[src/sv/crt_pkg.sv]
// Shared types and codes for the copy-on-write page reference-count table.
// No dependencies; imported by crt_cell, crt_ctrl and the top level.
package crt_pkg;

   localparam int ACTION_BITS = 3;
   localparam int STATUS_BITS = 3;

   localparam logic [ACTION_BITS-1:0] ACT_ALLOCATE = 3'd0;
   localparam logic [ACTION_BITS-1:0] ACT_RELEASE  = 3'd1;
   localparam logic [ACTION_BITS-1:0] ACT_SHARE    = 3'd2;
   localparam logic [ACTION_BITS-1:0] ACT_FORK     = 3'd3;
   localparam logic [ACTION_BITS-1:0] ACT_QUERY    = 3'd4;

   localparam logic [STATUS_BITS-1:0] ST_OK        = 3'd0;
   localparam logic [STATUS_BITS-1:0] ST_NOT_FOUND = 3'd1;
   localparam logic [STATUS_BITS-1:0] ST_NO_FRAME  = 3'd2;
   localparam logic [STATUS_BITS-1:0] ST_ZERO_REFS = 3'd3;
   localparam logic [STATUS_BITS-1:0] ST_SATURATED = 3'd4;

   // Flags of the search token that walks down the row of cells.
   typedef struct packed {
      logic valid;
      logic found;
      logic free;
   } scan_flags_type;

   // Update of the entry that the request looked up.
   typedef struct packed {
      logic en;
      logic valid;
   } entry_write_type;

endpackage

[src/sv/crt_cell.sv]
// One table slot: valid bit, frame number and reference count, plus one stage
// of the search token. Depends on crt_pkg.
module crt_cell #(
   parameter int ENTRY_INDEX = 0,
   parameter int IDX_BITS    = 6,
   parameter int FRAME_BITS  = 20,
   parameter int REF_BITS    = 8
) (
   input  logic                    clock,
   input  logic                    reset,
   input  crt_pkg::scan_flags_type prev_scan,
   input  logic [IDX_BITS-1:0]     prev_hit_idx,
   input  logic [REF_BITS-1:0]     prev_hit_refs,
   input  logic [IDX_BITS-1:0]     prev_free_idx,
   output crt_pkg::scan_flags_type next_scan,
   output logic [IDX_BITS-1:0]     next_hit_idx,
   output logic [REF_BITS-1:0]     next_hit_refs,
   output logic [IDX_BITS-1:0]     next_free_idx,
   input  logic [FRAME_BITS-1:0]   key_frame,
   input  crt_pkg::entry_write_type wr_e,
   input  logic [IDX_BITS-1:0]     wr_e_idx,
   input  logic [REF_BITS-1:0]     wr_e_refs,
   input  logic                    wr_s_en,
   input  logic [IDX_BITS-1:0]     wr_s_idx,
   input  logic [FRAME_BITS-1:0]   wr_s_frame
);
   import crt_pkg::*;

   localparam logic [IDX_BITS-1:0] MY_IDX = IDX_BITS'(ENTRY_INDEX);

   logic                  valid_ff, valid_in;
   logic [FRAME_BITS-1:0] frame_ff, frame_in;
   logic [REF_BITS-1:0]   refs_ff, refs_in;
   scan_flags_type        scan_ff, scan_in;
   logic [IDX_BITS-1:0]   hit_idx_ff, hit_idx_in;
   logic [REF_BITS-1:0]   hit_refs_ff, hit_refs_in;
   logic [IDX_BITS-1:0]   free_idx_ff, free_idx_in;
   logic                  hit, take_hit, take_free, my_e, my_s;

   // The first matching and the first free slot win, so a cell only claims
   // the token when no earlier cell has done so.
   assign hit       = valid_ff && (frame_ff == key_frame);
   assign take_hit  = !prev_scan.found && hit;
   assign take_free = !prev_scan.free && !valid_ff;

   always_comb begin
      scan_in.valid = prev_scan.valid;
      scan_in.found = prev_scan.found || hit;
      scan_in.free  = prev_scan.free || !valid_ff;
      hit_idx_in    = take_hit ? MY_IDX : prev_hit_idx;
      hit_refs_in   = take_hit ? refs_ff : prev_hit_refs;
      free_idx_in   = take_free ? MY_IDX : prev_free_idx;
   end

   assign my_e = wr_e.en && (wr_e_idx == MY_IDX);
   assign my_s = wr_s_en && (wr_s_idx == MY_IDX);

   always_comb begin
      priority if (my_s) begin
         valid_in = 1'b1;
         frame_in = wr_s_frame;
         refs_in  = REF_BITS'(1);
      end else if (my_e) begin
         valid_in = wr_e.valid;
         frame_in = frame_ff;
         refs_in  = wr_e_refs;
      end else begin
         valid_in = valid_ff;
         frame_in = frame_ff;
         refs_in  = refs_ff;
      end
   end

   always_ff @(posedge clock) begin
      if (reset) begin
         valid_ff <= 1'b0;
         scan_ff  <= '0;
      end else begin
         valid_ff <= valid_in;
         scan_ff  <= scan_in;
      end
      frame_ff    <= frame_in;
      refs_ff     <= refs_in;
      hit_idx_ff  <= hit_idx_in;
      hit_refs_ff <= hit_refs_in;
      free_idx_ff <= free_idx_in;
   end

   assign next_scan     = scan_ff;
   assign next_hit_idx  = hit_idx_ff;
   assign next_hit_refs = hit_refs_ff;
   assign next_free_idx = free_idx_ff;

endmodule

[src/sv/crt_ctrl.sv]
// Request control: holds the request, launches the search token, decides the
// action from what the token gathered and drives the slot updates and result.
// Depends on crt_pkg.
module crt_ctrl #(
   parameter int ENTRIES    = 64,
   parameter int FRAME_BITS = 20,
   parameter int REF_BITS   = 8
) (
   input  logic                                clock,
   input  logic                                reset,
   input  logic                                start,
   output logic                                busy,
   input  logic [crt_pkg::ACTION_BITS-1:0]     req_action,
   input  logic [FRAME_BITS-1:0]               req_frame,
   input  logic [FRAME_BITS-1:0]               req_new_frame,
   input  logic                                req_new_frame_ok,
   output crt_pkg::scan_flags_type             head_scan,
   output logic [FRAME_BITS-1:0]               key_frame,
   input  crt_pkg::scan_flags_type             tail_scan,
   input  logic [$clog2(ENTRIES)-1:0]          tail_hit_idx,
   input  logic [REF_BITS-1:0]                 tail_hit_refs,
   input  logic [$clog2(ENTRIES)-1:0]          tail_free_idx,
   output crt_pkg::entry_write_type            wr_e,
   output logic [$clog2(ENTRIES)-1:0]          wr_e_idx,
   output logic [REF_BITS-1:0]                 wr_e_refs,
   output logic                                wr_s_en,
   output logic [$clog2(ENTRIES)-1:0]          wr_s_idx,
   output logic [FRAME_BITS-1:0]               wr_s_frame,
   output logic                                rsp_strobe,
   output logic [FRAME_BITS-1:0]               rsp_result_frame,
   output logic [REF_BITS-1:0]                 rsp_refs,
   output logic [crt_pkg::STATUS_BITS-1:0]     rsp_status,
   output logic                                rsp_release_valid,
   output logic [FRAME_BITS-1:0]               rsp_release_frame,
   output logic                                rsp_copy_valid,
   output logic [FRAME_BITS-1:0]               rsp_copy_source,
   output logic [$clog2(ENTRIES+1)-1:0]        rsp_allocated
);
   import crt_pkg::*;

   localparam int UCNT_BITS = $clog2(ENTRIES + 1);
   localparam logic [REF_BITS-1:0] REF_MAX = {REF_BITS{1'b1}};

   logic                   busy_ff, busy_in;
   logic                   launch_ff, launch_in;
   logic [ACTION_BITS-1:0] act_ff;
   logic [FRAME_BITS-1:0]  key_ff, nf_ff;
   logic                   ok_ff;
   logic [UCNT_BITS-1:0]   used_ff, used_in;
   logic                   rsp_strobe_ff;
   logic [FRAME_BITS-1:0]  res_frame_ff, res_frame_in;
   logic [REF_BITS-1:0]    res_refs_ff, res_refs_in;
   logic [STATUS_BITS-1:0] res_status_ff, res_status_in;
   logic                   rel_v_ff, rel_v_in;
   logic [FRAME_BITS-1:0]  rel_f_ff, rel_f_in;
   logic                   cp_v_ff, cp_v_in;
   logic [FRAME_BITS-1:0]  cp_s_ff, cp_s_in;
   logic                   accept, done;
   logic [REF_BITS-1:0]    refs_dec, refs_inc;
   logic                   e_en, e_valid, s_en;
   logic [REF_BITS-1:0]    e_refs;

   assign accept    = start && !busy_ff;
   assign done      = tail_scan.valid;
   assign refs_dec  = tail_hit_refs - REF_BITS'(1);
   assign refs_inc  = tail_hit_refs + REF_BITS'(1);
   assign busy_in   = accept || (busy_ff && !done);
   assign launch_in = accept;

   // Decision on the gathered lookup; only used in the cycle the token leaves
   // the last cell.
   always_comb begin
      res_frame_in  = '0;
      res_refs_in   = '0;
      res_status_in = ST_OK;
      rel_v_in      = 1'b0;
      rel_f_in      = '0;
      cp_v_in       = 1'b0;
      cp_s_in       = '0;
      e_en          = 1'b0;
      e_valid       = 1'b1;
      e_refs        = tail_hit_refs;
      s_en          = 1'b0;
      used_in       = used_ff;
      unique case (act_ff)
         ACT_ALLOCATE: begin
            if (!ok_ff) begin
               res_status_in = ST_NO_FRAME;
            end else if (!tail_scan.free) begin
               res_status_in = ST_NO_FRAME;
               rel_v_in      = 1'b1;
               rel_f_in      = nf_ff;
            end else begin
               s_en         = 1'b1;
               res_frame_in = nf_ff;
               res_refs_in  = REF_BITS'(1);
               used_in      = used_ff + UCNT_BITS'(1);
            end
         end
         ACT_RELEASE: begin
            if (!tail_scan.found) begin
               res_status_in = ST_NOT_FOUND;
            end else if (tail_hit_refs == '0) begin
               res_status_in = ST_ZERO_REFS;
            end else begin
               e_en        = 1'b1;
               e_refs      = refs_dec;
               res_refs_in = refs_dec;
               if (refs_dec == '0) begin
                  // The last reference is gone: free the slot and hand the
                  // frame back to the allocator.
                  e_valid  = 1'b0;
                  rel_v_in = 1'b1;
                  rel_f_in = key_ff;
                  used_in  = used_ff - UCNT_BITS'(1);
               end
            end
         end
         ACT_SHARE: begin
            if (!tail_scan.found) begin
               res_status_in = ST_NOT_FOUND;
            end else if (tail_hit_refs == REF_MAX) begin
               res_status_in = ST_SATURATED;
               res_refs_in   = REF_MAX;
            end else begin
               e_en        = 1'b1;
               e_refs      = refs_inc;
               res_refs_in = refs_inc;
            end
         end
         ACT_FORK: begin
            if (!tail_scan.found) begin
               res_status_in = ST_NOT_FOUND;
            end else if (tail_hit_refs == '0) begin
               res_status_in = ST_ZERO_REFS;
            end else if (tail_hit_refs == REF_BITS'(1)) begin
               res_frame_in = key_ff;
               res_refs_in  = REF_BITS'(1);
            end else if (!ok_ff) begin
               res_status_in = ST_NO_FRAME;
               res_refs_in   = tail_hit_refs;
            end else if (!tail_scan.free) begin
               res_status_in = ST_NO_FRAME;
               res_refs_in   = tail_hit_refs;
               rel_v_in      = 1'b1;
               rel_f_in      = nf_ff;
            end else begin
               e_en         = 1'b1;
               e_refs       = refs_dec;
               s_en         = 1'b1;
               res_frame_in = nf_ff;
               res_refs_in  = REF_BITS'(1);
               cp_v_in      = 1'b1;
               cp_s_in      = key_ff;
               used_in      = used_ff + UCNT_BITS'(1);
            end
         end
         ACT_QUERY: begin
            if (!tail_scan.found) begin
               res_status_in = ST_NOT_FOUND;
            end else begin
               res_refs_in = tail_hit_refs;
            end
         end
         default: begin
            res_status_in = ST_NOT_FOUND;
         end
      endcase
   end

   always_ff @(posedge clock) begin
      if (reset) begin
         busy_ff       <= 1'b0;
         launch_ff     <= 1'b0;
         used_ff       <= '0;
         rsp_strobe_ff <= 1'b0;
      end else begin
         busy_ff       <= busy_in;
         launch_ff     <= launch_in;
         rsp_strobe_ff <= done;
         if (done) begin
            used_ff <= used_in;
         end
      end
      if (accept) begin
         act_ff <= req_action;
         key_ff <= req_frame;
         nf_ff  <= req_new_frame;
         ok_ff  <= req_new_frame_ok;
      end
      if (done) begin
         res_frame_ff  <= res_frame_in;
         res_refs_ff   <= res_refs_in;
         res_status_ff <= res_status_in;
         rel_v_ff      <= rel_v_in;
         rel_f_ff      <= rel_f_in;
         cp_v_ff       <= cp_v_in;
         cp_s_ff       <= cp_s_in;
      end
   end

   always_comb begin
      head_scan.valid = launch_ff;
      head_scan.found = 1'b0;
      head_scan.free  = 1'b0;
   end

   assign busy      = busy_ff;
   assign key_frame = key_ff;

   assign wr_e.en    = done && e_en;
   assign wr_e.valid = e_valid;
   assign wr_e_idx   = tail_hit_idx;
   assign wr_e_refs  = e_refs;
   assign wr_s_en    = done && s_en;
   assign wr_s_idx   = tail_free_idx;
   assign wr_s_frame = nf_ff;

   assign rsp_strobe        = rsp_strobe_ff;
   assign rsp_result_frame  = res_frame_ff;
   assign rsp_refs          = res_refs_ff;
   assign rsp_status        = res_status_ff;
   assign rsp_release_valid = rel_v_ff;
   assign rsp_release_frame = rel_f_ff;
   assign rsp_copy_valid    = cp_v_ff;
   assign rsp_copy_source   = cp_s_ff;
   assign rsp_allocated     = used_ff;

endmodule

[src/sv/cow_page_refcount_table_unit.sv]
// Channel   Handshake          Ports
// request   start & !busy      req_action, req_frame, req_new_frame, req_new_frame_ok
// result    rsp_strobe (1 cyc) rsp_result_frame, rsp_refs, rsp_status, rsp_release_valid,
//                              rsp_release_frame, rsp_copy_valid, rsp_copy_source,
//                              rsp_allocated
//
// A new request is accepted from the result cycle on. The search token moves one
// slot cell per cycle down the row, and the result is registered when the token
// leaves the last cell.
// Reset is synchronous; all slots come out empty and the table is usable at once.
// The result is shown for one cycle and cannot be held off.
// Depends on crt_pkg, crt_cell and crt_ctrl.
module cow_page_refcount_table_unit #(
   parameter int ENTRIES    = 64,
   parameter int FRAME_BITS = 20,
   parameter int REF_BITS   = 8
) (
   input  logic                            clock,
   input  logic                            reset,
   input  logic                            start,
   output logic                            busy,
   input  logic [crt_pkg::ACTION_BITS-1:0] req_action,
   input  logic [FRAME_BITS-1:0]           req_frame,
   input  logic [FRAME_BITS-1:0]           req_new_frame,
   input  logic                            req_new_frame_ok,
   output logic                            rsp_strobe,
   output logic [FRAME_BITS-1:0]           rsp_result_frame,
   output logic [REF_BITS-1:0]             rsp_refs,
   output logic [crt_pkg::STATUS_BITS-1:0] rsp_status,
   output logic                            rsp_release_valid,
   output logic [FRAME_BITS-1:0]           rsp_release_frame,
   output logic                            rsp_copy_valid,
   output logic [FRAME_BITS-1:0]           rsp_copy_source,
   output logic [$clog2(ENTRIES+1)-1:0]    rsp_allocated
);
   import crt_pkg::*;

   localparam int IDX_BITS = $clog2(ENTRIES);

   scan_flags_type        scan_chain     [0:ENTRIES];
   logic [IDX_BITS-1:0]   hit_idx_chain  [0:ENTRIES];
   logic [REF_BITS-1:0]   hit_refs_chain [0:ENTRIES];
   logic [IDX_BITS-1:0]   free_idx_chain [0:ENTRIES];
   logic [FRAME_BITS-1:0] key_frame;
   entry_write_type       wr_e;
   logic [IDX_BITS-1:0]   wr_e_idx;
   logic [REF_BITS-1:0]   wr_e_refs;
   logic                  wr_s_en;
   logic [IDX_BITS-1:0]   wr_s_idx;
   logic [FRAME_BITS-1:0] wr_s_frame;

   assign hit_idx_chain[0]  = '0;
   assign hit_refs_chain[0] = '0;
   assign free_idx_chain[0] = '0;

   crt_ctrl #(
      .ENTRIES    (ENTRIES),
      .FRAME_BITS (FRAME_BITS),
      .REF_BITS   (REF_BITS)
   ) u_ctrl (
      .clock             (clock),
      .reset             (reset),
      .start             (start),
      .busy              (busy),
      .req_action        (req_action),
      .req_frame         (req_frame),
      .req_new_frame     (req_new_frame),
      .req_new_frame_ok  (req_new_frame_ok),
      .head_scan         (scan_chain[0]),
      .key_frame         (key_frame),
      .tail_scan         (scan_chain[ENTRIES]),
      .tail_hit_idx      (hit_idx_chain[ENTRIES]),
      .tail_hit_refs     (hit_refs_chain[ENTRIES]),
      .tail_free_idx     (free_idx_chain[ENTRIES]),
      .wr_e              (wr_e),
      .wr_e_idx          (wr_e_idx),
      .wr_e_refs         (wr_e_refs),
      .wr_s_en           (wr_s_en),
      .wr_s_idx          (wr_s_idx),
      .wr_s_frame        (wr_s_frame),
      .rsp_strobe        (rsp_strobe),
      .rsp_result_frame  (rsp_result_frame),
      .rsp_refs          (rsp_refs),
      .rsp_status        (rsp_status),
      .rsp_release_valid (rsp_release_valid),
      .rsp_release_frame (rsp_release_frame),
      .rsp_copy_valid    (rsp_copy_valid),
      .rsp_copy_source   (rsp_copy_source),
      .rsp_allocated     (rsp_allocated)
   );

   genvar i;
   generate
      for (i = 0; i < ENTRIES; i++) begin : g_cell
         crt_cell #(
            .ENTRY_INDEX (i),
            .IDX_BITS    (IDX_BITS),
            .FRAME_BITS  (FRAME_BITS),
            .REF_BITS    (REF_BITS)
         ) u_cell (
            .clock         (clock),
            .reset         (reset),
            .prev_scan     (scan_chain[i]),
            .prev_hit_idx  (hit_idx_chain[i]),
            .prev_hit_refs (hit_refs_chain[i]),
            .prev_free_idx (free_idx_chain[i]),
            .next_scan     (scan_chain[i+1]),
            .next_hit_idx  (hit_idx_chain[i+1]),
            .next_hit_refs (hit_refs_chain[i+1]),
            .next_free_idx (free_idx_chain[i+1]),
            .key_frame     (key_frame),
            .wr_e          (wr_e),
            .wr_e_idx      (wr_e_idx),
            .wr_e_refs     (wr_e_refs),
            .wr_s_en       (wr_s_en),
            .wr_s_idx      (wr_s_idx),
            .wr_s_frame    (wr_s_frame)
         );
      end
   endgenerate

   // An accepted request keeps the block busy while its token is in flight.
   a_accept_busy: assert property (@(posedge clock) disable iff (reset)
      (start && !busy) |=> busy)
      else $error("request accepted but block not busy afterwards");

   // Results never come in consecutive cycles.
   a_strobe_gap: assert property (@(posedge clock) disable iff (reset)
      rsp_strobe |=> !rsp_strobe)
      else $error("two results in consecutive cycles");

   // A copy request only comes with a successful fork and no frame return.
   a_copy_ok: assert property (@(posedge clock) disable iff (reset)
      (rsp_strobe && rsp_copy_valid) |-> (rsp_status == ST_OK && !rsp_release_valid))
      else $error("copy request with failure status or frame release");

   // The slot and entry updates are issued only while the token leaves the row.
   a_write_on_done: assert property (@(posedge clock) disable iff (reset)
      (wr_e.en || wr_s_en) |-> (scan_chain[ENTRIES].valid && busy))
      else $error("table update outside the end of a search");

endmodule
[config.mk]
export PLATFORM = sky130hd
export DESIGN_NAME = cow_page_refcount_table_unit
export DESIGN_NICKNAME = d
export VERILOG_FILES = /design/src/sv/crt_pkg.sv /design/src/sv/crt_cell.sv /design/src/sv/crt_ctrl.sv /design/src/sv/cow_page_refcount_table_unit.sv
export SDC_FILE = /design/constraint.sdc
export NUM_CORES = 2
export LEC_CHECK = 0
export BUFFER_PORTS_ARGS = -buffer_cell sky130_fd_sc_hd__buf_4
export CORE_MARGIN = 4
export CORE_UTILIZATION = 60
export CTS_BUF_LIST = sky130_fd_sc_hd__clkbuf_8
export CTS_CLUSTER_SIZE = 24
export DETAILED_ROUTE_END_ITERATION = 8
export PLACE_DENSITY = 0.88
export SLEW_MARGIN = 0
export SYNTH_ARGS = -nofsm -noshare
export SYNTH_HDL_FRONTEND = slang
export SYNTH_SLANG_ARGS = --single-unit
[constraint.sdc]
create_clock -name clock -period 7.9 [get_ports clock]
set_input_delay 0.79 -clock clock [delete_from_list [all_inputs] [get_ports clock]]
set_output_delay 0.79 -clock clock [all_outputs]
set_load 0.01 [all_outputs]
==> results.md <==
- Critical Setup Path Class: reg2reg
- Largest net degree at the start of global routing: 125
- Total Power: 33.4 mW
- Global Route Usage Sum: roughly 33%
- Cell row count: 163
- Count of input and output buffers: between 100 and 150
- Effective utilization at floorplan: around three fifths
- Maximum clock frequency: 193 MHz
- Postcts setup bufs: 0
- Final setup TNS: 0 ns
- Via density: 6.16
- Fraction of the yosys area taken by sequential cells: 67.6%
- Worst-case vdd ir drop: 0.221 mV
- Ratio of cells with drive above 1 in the final layout: 17.7%
- Total iterations of the first detailed-routing run: 8
- Hold Vio Cnt, Final: 0
- # H-tree levels: 5
- Total half-perimeter wirelength after legalization and detailed placement: 184000 um
- Horiz. Die Dim: around 450 um
- Weighted congestion reported at the end of routability-driven placement: 0.907
- Fraction of registers with async set/reset: 0%
- Post-route DRC: 0
- Class of the tightest hold or removal check: in2reg
- Number of nets in the finished design: 9462
- Total of endpoints with negative setup slack in the final report: 0
- Core Util, Final: 67.7%
- Cell chain of the critical path: inv_1 -> ha_1 -> nor2_1 -> o311ai_4 -> inv_4 -> nor2_1 -> o22ai_1 -> a21oi_4 -> buf_4 -> a21oi_1
- Post-synthesis average cell area: 13.2 um^2
- Top cell by count, worst path: nor2_1
- Slew HR: 8.64%
- Leakage power: 48.3 nW
- Total congestion overflow: 0
- Placement-stage worst setup slack: 3.01 ns
- Post-route worst setup slack: about 2.7 ns
- Number of flops mapped to enable cells by yosys: 1397
- Filler cell count: 12100
- Predominant post-synthesis flop cell: dfxtp_1
- Post-synthesis cell count: 9030
- Vias post-DR: between 70000 and 80000
- Total CTS buffers: roughly 500
- Antenna violations before repair: 18
- Worst stage delay on the critical path: about 1.1 ns
- Share of the synthesized area in the top cell type: 35.2%
- Post-layout minimum cycle time: roughly 5.2 ns
- CP delay by family, top: compound AO/OA/AOI/OAI gates
- Top area cells in the synthesized netlist: edfxtp_1, dfxtp_1, xnor2_1
- CP Data Arrival Time: 6.08 ns
- Buffer cell driving the clock tree root: clkbuf_8
- Yosys warning total: 0
- Worst Hold Margin: 0.213 ns
- Largest fanout on the critical path: 42
- Worst setup SP type: flip-flop
- Worst setup skew after layout: approximately 0.15 ns
- DIE AREA: 206000 um^2
- Result of the run: complete, no violations
- WL/cell: about 28 um
- Clock latency reported for the late side of the worst-skew pair: 1.18 ns
- I/O pin count: 129
- Sort of element at the end of the critical path: flip-flop
- Wire length of the first global-routing pass: 499000 um
- Wire length after detailed routing: 343000 um
- Die boundary height: 454 um
- Flop and latch count out of synthesis: between 3000 and 4000
- Setup repair after global routing missed its margin: no
- Library cells used by synthesis: 80
- Max-cap violations: 0
- Fraction of the cycle the final worst path needs: about two thirds
- Required time worst endpoint: 8.80 ns
- Synthesized netlist net count: a little over 9000
- Total power divided by cell area: 250 nW/um^2
- Max-slew violations: 0
- Number of clock sinks seen by CTS: approximately 3300
- Placeable core region: 197000 um^2
- Max stage delay cell, worst path: o311ai_4
- Layout-stage area growth over the synthesis result: 12.1%
- Iter 0 DRT Violations: 10400
- Number of nets still failing antenna checks after routing: 0
- CTS tree: done
- Total buffers and inverters traversed by the critical path: 3
- Via count of the first global-routing pass: 78500
- Clk slew on worst S/H paths: 0.07 ns
- Cell area after synthesis: 119000 um^2
- Worst-Margin Slew: 1.36 ns
- Largest buffer count on any clock path: 4
- Biggest area consumer among synthesized cells: edfxtp_1
logic make-up after synthesis:
logic type | after synthesis | share of synthesized area, %
AO/OA/AOI/OAI | 937 | 4.89
XOR/XNOR | 1283 | 9.42
adder cells (fa/ha/maj) | 14 | 0.151
buffers and inverters | 612 | 2.07
flip-flops | 3329 | 67.6
multiplexers | 586 | 5.45
AND/OR/NAND/NOR | 2269 | 10.4
layout by cell type (no fill, tap or decap), types with 7 or more instances in the layout:
cell type | netlist | layout
nand3_1 | 91 | 89
clkinvlp_4 | 0 | 8
or4_1 | 8 | 8
clkinv_1 | 11 | 52
ha_1 | 12 | 12
dlygate4sd3_1 | 0 | 45
nor3_1 | 157 | 149
xnor2_1 | 939 | 939
xor2_1 | 344 | 344
edfxtp_1 | 1397 | 1397
nor4_1 | 155 | 153
and3_1 | 8 | 8
mux2i_1 | 82 | 82
nand4_1 | 248 | 248
diode_2 | 0 | 13
and2_1 | 156 | 156
clkbuf_8 | 0 | 607
nor2b_1 | 213 | 213
mux2_2 | 504 | 504
o21ai_0 | 218 | 218
a211oi_1 | 274 | 270
inv_2 | 6 | 7
buf_4 | 4 | 221
nor2_1 | 559 | 558
nand4bb_1 | 7 | 7
a31oi_1 | 10 | 10
buf_12 | 0 | 21
nand2b_1 | 257 | 257
dfxtp_1 | 1932 | 1931
nand4b_1 | 8 | 8
a21oi_1 | 341 | 337
bufinv_16 | 0 | 17
nor3_2 | 45 | 53
or2_2 | 192 | 191
inv_1 | 186 | 339
a22o_1 | 38 | 38
nand2_1 | 147 | 146
clkinv_2 | 0 | 67
timing repair:
action,4_1_cts,5_1_grt
resized for setup,0,0
endpoints found under the hold margin,46,0
hold buffers,45,0
cell usage after synthesis (11+ instances only):
cell type  count
buf_1         76
nor2b_1      213
clkbuf_1     201
o21ai_0      218
mux2i_1       82
edfxtp_1    1397
nand2_1      147
ha_1          12
nor3_2        45
nand3_1       91
nor3_1       157
a22o_1        38
inv_1        186
nor4_1       155
nand4_1      248
mux2_2       504
nand2b_1     257
a211oi_1     274
clkinv_1      11
a21oi_1      341
or2_2        192
buf_2        127
dfxtp_1     1932
and2_1       156
xor2_1       344
nor2_1       559
xnor2_1      939
area by class of cell:
type	count	area (um^2)	area share, %
sequential	3329	80600	60.3
multi-input combinational	5089	36300	27.2
clock buffer	607	8350	6.25
tap	2640	3300	2.47
timing repair buffer	288	2540	1.90
clock inverter	292	1690	1.27
inverter	204	768	0.575
antenna	13	32.5	0.0243
sequential cells by signal, indices dropped and copies added (netlist names), 8 cells and up:
register and cells:
u_ctrl.rsp_copy_source 20, g_cell.u_cell.next_hit_idx 321, g_cell.u_cell.valid_ff 64, g_cell.u_cell.next_free_idx 321
g_cell.u_cell.frame_ff 1280, u_ctrl.wr_s_frame 20, u_ctrl.rsp_release_frame 20, g_cell.u_cell.refs_ff 512
u_ctrl.rsp_result_frame 20, g_cell.u_cell.next_scan 192, g_cell.u_cell.next_hit_refs 512, u_ctrl.rsp_refs 8
u_ctrl.key_frame 20
final timing paths:
check                           cells past startpoint                                 to  slack (ns)                          startpoint
worst min-delay path                                2     g_cell[47].u_cell.next_scan[0]        0.21                               reset
worst max register to register                     10       g_cell[16].u_cell.refs_ff[5]        2.72  g_cell[63].u_cell.next_hit_refs[0]
worst max-delay path                               10       g_cell[16].u_cell.refs_ff[5]        2.72  g_cell[63].u_cell.next_hit_refs[0]
worst min register to register                      1  g_cell[21].u_cell.next_hit_idx[4]        0.35   g_cell[20].u_cell.next_hit_idx[4]
worst register-to-register path, cell delays in order (launching register included):
cell and delay (ns):
dfxtp_1 0.44, inv_1 0.18, ha_1 0.39, nor2_1 0.17, o311ai_4 1.09, inv_4 0.53, nor2_1 0.24, o22ai_1 0.14
a21oi_4 0.71, buf_4 0.79, a21oi_1 0.34
routing by layer:
metal | global-route usage, % | part of all wire, % | wire [um] | up-vias
met4 | 22.2 | 8.1 | 27800 | 12
met5 | 0.490 | 0.070 | 241 | -
met1 | 39.1 | 33 | 114000 | 36700
li1 | - | - | - | 32300
met3 | 10.3 | 14 | 48800 | 1663
met2 | 50.7 | 44 | 152000 | 6073
where the power goes:
part / internal [mW] / switching (mW)
registers: 18.0 / 0.0604
logic: 0.359 / 0.899
clock network: 7.47 / 6.58
stage by stage:
| stage | std cells | area (um^2) |
|---|---|---|
| 3_3_place_gp | 11500 | 123000 |
| 2_1_floorplan | 9030 | 119000 |
| 6_report | 12500 | 134000 |
| 3_5_place_dp | 11500 | 123000 |
| 4_1_cts | 12400 | 134000 |
| 5_1_grt | 12500 | 134000 |
Note: power is estimated with default switching activity, not from simulation.
